[src/sv/tis_pkg.sv]
// Shared types and constants for the trie insert/search core.
// No dependencies; imported by the RAM and the top-level module.

package tis_pkg;

	// Field widths of the stream words.
	localparam int LETTER_W   = 5;
	localparam int S_TDATA_W  = 8;
	localparam int S_TUSER_W  = 2;
	localparam int M_TDATA_W  = 8;

	// Operation codes carried in s_tuser[0].
	localparam logic OP_SEARCH = 1'b0;
	localparam logic OP_INSERT = 1'b1;

	// Status codes returned with each result.
	localparam logic STATUS_OK   = 1'b0;
	localparam logic STATUS_FULL = 1'b1;

	typedef struct packed {
		logic status;
		logic found;
	} tis_result_t;

endpackage

[src/sv/tis_ram.sv]
// Generic single-port synchronous RAM with a registered read port.
// Uses tis_pkg only for the common import convention; holds child and end-mark stores.

module tis_ram
	import tis_pkg::*;
#(
	parameter int WIDTH = 8,
	parameter int DEPTH = 256
) (
	input  logic                     clk,
	input  logic                     we,
	input  logic [$clog2(DEPTH)-1:0] addr,
	input  logic [WIDTH-1:0]         wdata,
	output logic [WIDTH-1:0]         rdata
);

	logic [WIDTH-1:0] mem_q [DEPTH];
	logic [WIDTH-1:0] rdata_q;

	always_ff @(posedge clk) begin
		if (we) begin
			mem_q[addr] <= wdata;
		end else begin
			rdata_q <= mem_q[addr];
		end
	end

	assign rdata = rdata_q;

endmodule

[config.mk]
export PLATFORM = sky130hd
export DESIGN_NAME = tis_ram
export DESIGN_NICKNAME = d
export VERILOG_FILES = /design/src/sv/tis_pkg.sv /design/src/sv/tis_ram.sv
export SDC_FILE = /design/constraint.sdc
export NUM_CORES = 2
export LEC_CHECK = 0
export BUFFER_PORTS_ARGS = -buffer_cell sky130_fd_sc_hd__buf_4
export CORE_MARGIN = 5
export CORE_UTILIZATION = 55
export DETAILED_ROUTE_END_ITERATION = 8
export PLACE_DENSITY = 0.74
export SLEW_MARGIN = 30
export SYNTH_ARGS = -nofsm -noshare
export SYNTH_HDL_FRONTEND = slang
export SYNTH_SLANG_ARGS = --single-unit
[constraint.sdc]
create_clock -name clk -period 2.6 [get_ports clk]
set_input_delay 0.52 -clock clk [delete_from_list [all_inputs] [get_ports clk]]
set_output_delay 0.52 -clock clk [all_outputs]
set_load 0.03 [all_outputs]
==> results by stage <==
Outcome:
- The run finished with clean final reports.

STA:
- The shortest period the worst path allows is 2.537 ns.
- The final hold violation count is 0.
- Setup total negative slack on the finished layout was measured at 0 ns.
- The final clock period utilization by the worst path is 97.60%.
- The count of pins over their slew limit is 0.
- The slew at the pin closest to its max-slew limit is 0.8453 ns.
- The clock skew after layout is 0.03278 ns.
- For this run, the top clock speed supported by timing is 0.3941 GHz.
- The final setup violation count is 0.
- Setup repair after global routing left no endpoint under its margin.
- The relative max-transition margin is 43.64%.

Yosys:
- Synthesis produced 3,545 cells.
- The average instance in the mapped netlist occupies 22.15 um2.
- The sequential element share of the synthesized area is 78.61%.
- In the post-synthesis netlist, the biggest area contributors are edfxtp_1 79%, mux4_2 15%, a22oi_1 2.4%.
- Of the post-synthesis cell area, the dominant cell type holds 78.61%.
- Counting flops with a built-in enable in the synthesized netlist gives 2,056.
- In the synthesized netlist, the cells that appear most often are 2,056 x edfxtp_1, 512 x mux4_2, 256 x a22oi_1, 234 x nor2_1, 140 x clkbuf_1.
- The distinct cell type count after synthesis is 20.
- During synthesis, Yosys emitted a total of 0 warnings.
- The synthesized area is 78,530 um2.
- After synthesis, the share of flip-flops with an asynchronous set or reset is 0%.
- The cell type with the largest total area after synthesis is edfxtp_1.
- The flip-flop and latch count after synthesis is 2,056.
- The most used flip-flop cell after synthesis is edfxtp_1.
- The number of nets in the synthesized netlist is 3,563.
- In the post-synthesis netlist, the cell with the most instances is edfxtp_1.

Die:
- The area of the die is 150,400 um2.
- The area of the core is 141,800 um2.
- The die extent in y is 387.9 um.
- The starting utilization of the core area is 55.40%.
- Pin placement for this block handled 26 I/O pins.
- In this run the horizontal extent of the chip is 387.9 um.
- The floorplan has 138 rows.

Pwr:
- The cell leakage power is 29.54 nW.
- The cell area power density is 725.3 nW/um2.
- IR analysis of the VDD net gives a maximum drop of 933.4 uV.
- The design draws 67.14 mW.

Detailed routing:
- The detail route stage leaves a number of antenna-violating nets equal to 0.
- After detailed routing, the average wire length per cell comes to 30.36 um.
- The number of design-rule violations left by the first detailed-router iteration is 5,381.
- The routed layout has 39.97k vias.
- The number of vias per cell after detailed routing is 6.420.
- After detailed routing, the number of remaining DRC violations is 0.
- The iteration count of the initial detailed-routing pass is 6.
- For this block, the routed nets add up to 189,000 um of wire.

Hold path:
- The worst hold-check path type is primary input to register.
- The number of cells traversed by the worst hold path is 1.

Clock tree:
- The clock passes through at most 3 buffers.
- Clock latency on the worst-skew pair, taken at its later pin, is 0.83 ns.
- Clock-pin slew was measured on the worst setup and hold paths at 0.06 ns.
- The clock net in this run drives a total of 2,056 sinks.
- The root buffer cell is clkbuf_16.
- In this run the number of H-tree levels came out at 4.
- The number of hold buffers added after CTS was 0.
- The TritonCTS buffer count is 195.
- TritonCTS built the clock tree.

Cells and area:
- The number of nets in the layout is 4,206.
- The fraction of final layout cells with drive strength greater than 1 is 34.36%.
- The signed area change from the synthesized netlist to the final layout is 17.86%.

Run:
- The number of max-cap violations is 0.

GRT:
- Global routing used 25.31% of the available tracks.
- Summed over all layers, the global routing overflow is 0.
- The initial antenna violation count is 7.
- The number of global-route vias before repair is 40.89k.
- The largest net degree at the start of global routing is 92.
- The first global-routing pass estimated 278,600 um of wire.

Worst setup path:
- Of all nets on the critical path, the largest fanout is 16.
- The cell count of the worst reg-to-reg path is 6.
- The endpoint required time on the critical path is 3.17 ns.
- The type of the worst setup path is primary input to register.
- The worst setup path is captured at a register.
- At the worst endpoint, the arrival time is 3.10 ns.
- The worst setup path is launched from a primary input.

Place:
- The congestion estimate from routability-driven global placement came to 0.8573.
- Port buffering added 25 buffers.
- The placed wire-length estimate after detailed placement is 119,300 um.
-- per-stage QoR --
| step | cells | area [um2] | hold WS, ns | util, % | worst slack [ns] |
|---|---|---|---|---|---|
| 5_1_grt | 6224 | 92560 | 0.1377 | 65.29 | 0.001357 |
| 3_5_place_dp | 5881 | 86430 | 1.001 | 60.97 | -0.9684 |
| 4_1_cts | 6224 | 92550 | 0.1046 | 65.29 | 0.05157 |
| 2_1_floorplan | 3545 | 78620 | 0.6189 | - | -0.09403 |
| 6_report | 6226 | 92560 | 0.1454 | 65.29 | 0.06251 |
| 3_3_place_gp | 5881 | 86430 | 0.9855 | 60.97 | -0.9184 |
-- registers in the layout, indices dropped and copies added, names as in the netlist --
register,cells
mem_q,2048
rdata,8
-- cell usage in the layout (no fill, tap or decap), drive strengths merged --
master / synthesis / final
nor3: 27 / 27
nor2b: 8 / 8
mux4: 512 / 512
nand4: 9 / 9
o41ai: 32 / 32
nand2: 25 / 25
edfxtp: 2056 / 2056
a22oi: 256 / 256
clkinv: 0 / 89
clkbuf: 140 / 232
buf: 90 / 674
nor2: 234 / 234
nand2b: 5 / 5
inv: 1 / 7
and2: 3 / 3
a21oi: 128 / 128
clkinvlp: 0 / 4
bufinv: 0 / 14
nand3: 17 / 17
diode: 0 / 2
or2: 2 / 2
-- metal layers --
layer	global-route usage (%)	wire length, um
met5	0	67
met2	40.23	92740
met1	35.19	69420
met4	8.259	6111
met3	6.250	20700
-- area by class of cell --
class | instances | area (um2)
inverter | 1 | 3.754
multi-input combinational | 1258 | 15910
clock inverter | 113 | 1033
fill | 8786 | 49200
tap | 1890 | 2365
antenna | 2 | 5.005
clock buffer | 230 | 5032
sequential | 2056 | 61740
timing repair buffer | 676 | 6474
-- worst paths after layout --
kind / start / to / slack (ns)
setup / recovery: addr[0] / rdata[1]$_DFFE_PN_ / 0.06
hold / removal: wdata[1] / mem_q[85][1]$_DFFE_PP_ / 0.15
setup reg to reg: mem_q[3][0]$_DFFE_PP_ / rdata[0]$_DFFE_PN_ / 0.11
hold reg to reg: mem_q[242][0]$_DFFE_PP_ / rdata[0]$_DFFE_PN_ / 1.15
-- kinds of logic after synthesis --
family | after synthesis | synth area share, %
buffers and inverters | 231 | 1.349
muxes | 512 | 14.68
DFF | 2056 | 78.61
AOI/OAI and AO/OA | 416 | 3.620
and+or+nand+nor | 330 | 1.733
-- timing repair --
item	4_1_cts	5_1_grt
setup buffers	0	0
endpoints found under the hold margin	0	0
gates resized for setup	7	1
setup endpoints to repair	6	1
-- power by group --
group | leakage [nW] | switching (mW) | total [mW] | internal, mW
clock network | 2.95 | 11.9 | 27.1 | 15.2
registers | 18.5 | 0.0507 | 36.6 | 36.5
logic | 8.10 | 2.07 | 3.48 | 1.42
-- critical path, cell delays in order --
cell,delay [ns]
buf_8,0.19
buf_12,0.23
buf_4,0.25
buf_4,0.16
mux4_2,0.48
a22oi_1,0.19
a21oi_1,0.10
o41ai_2,0.61
buf_4,0.22
nand4_1,0.09
(Power assumes the default switching activity.)
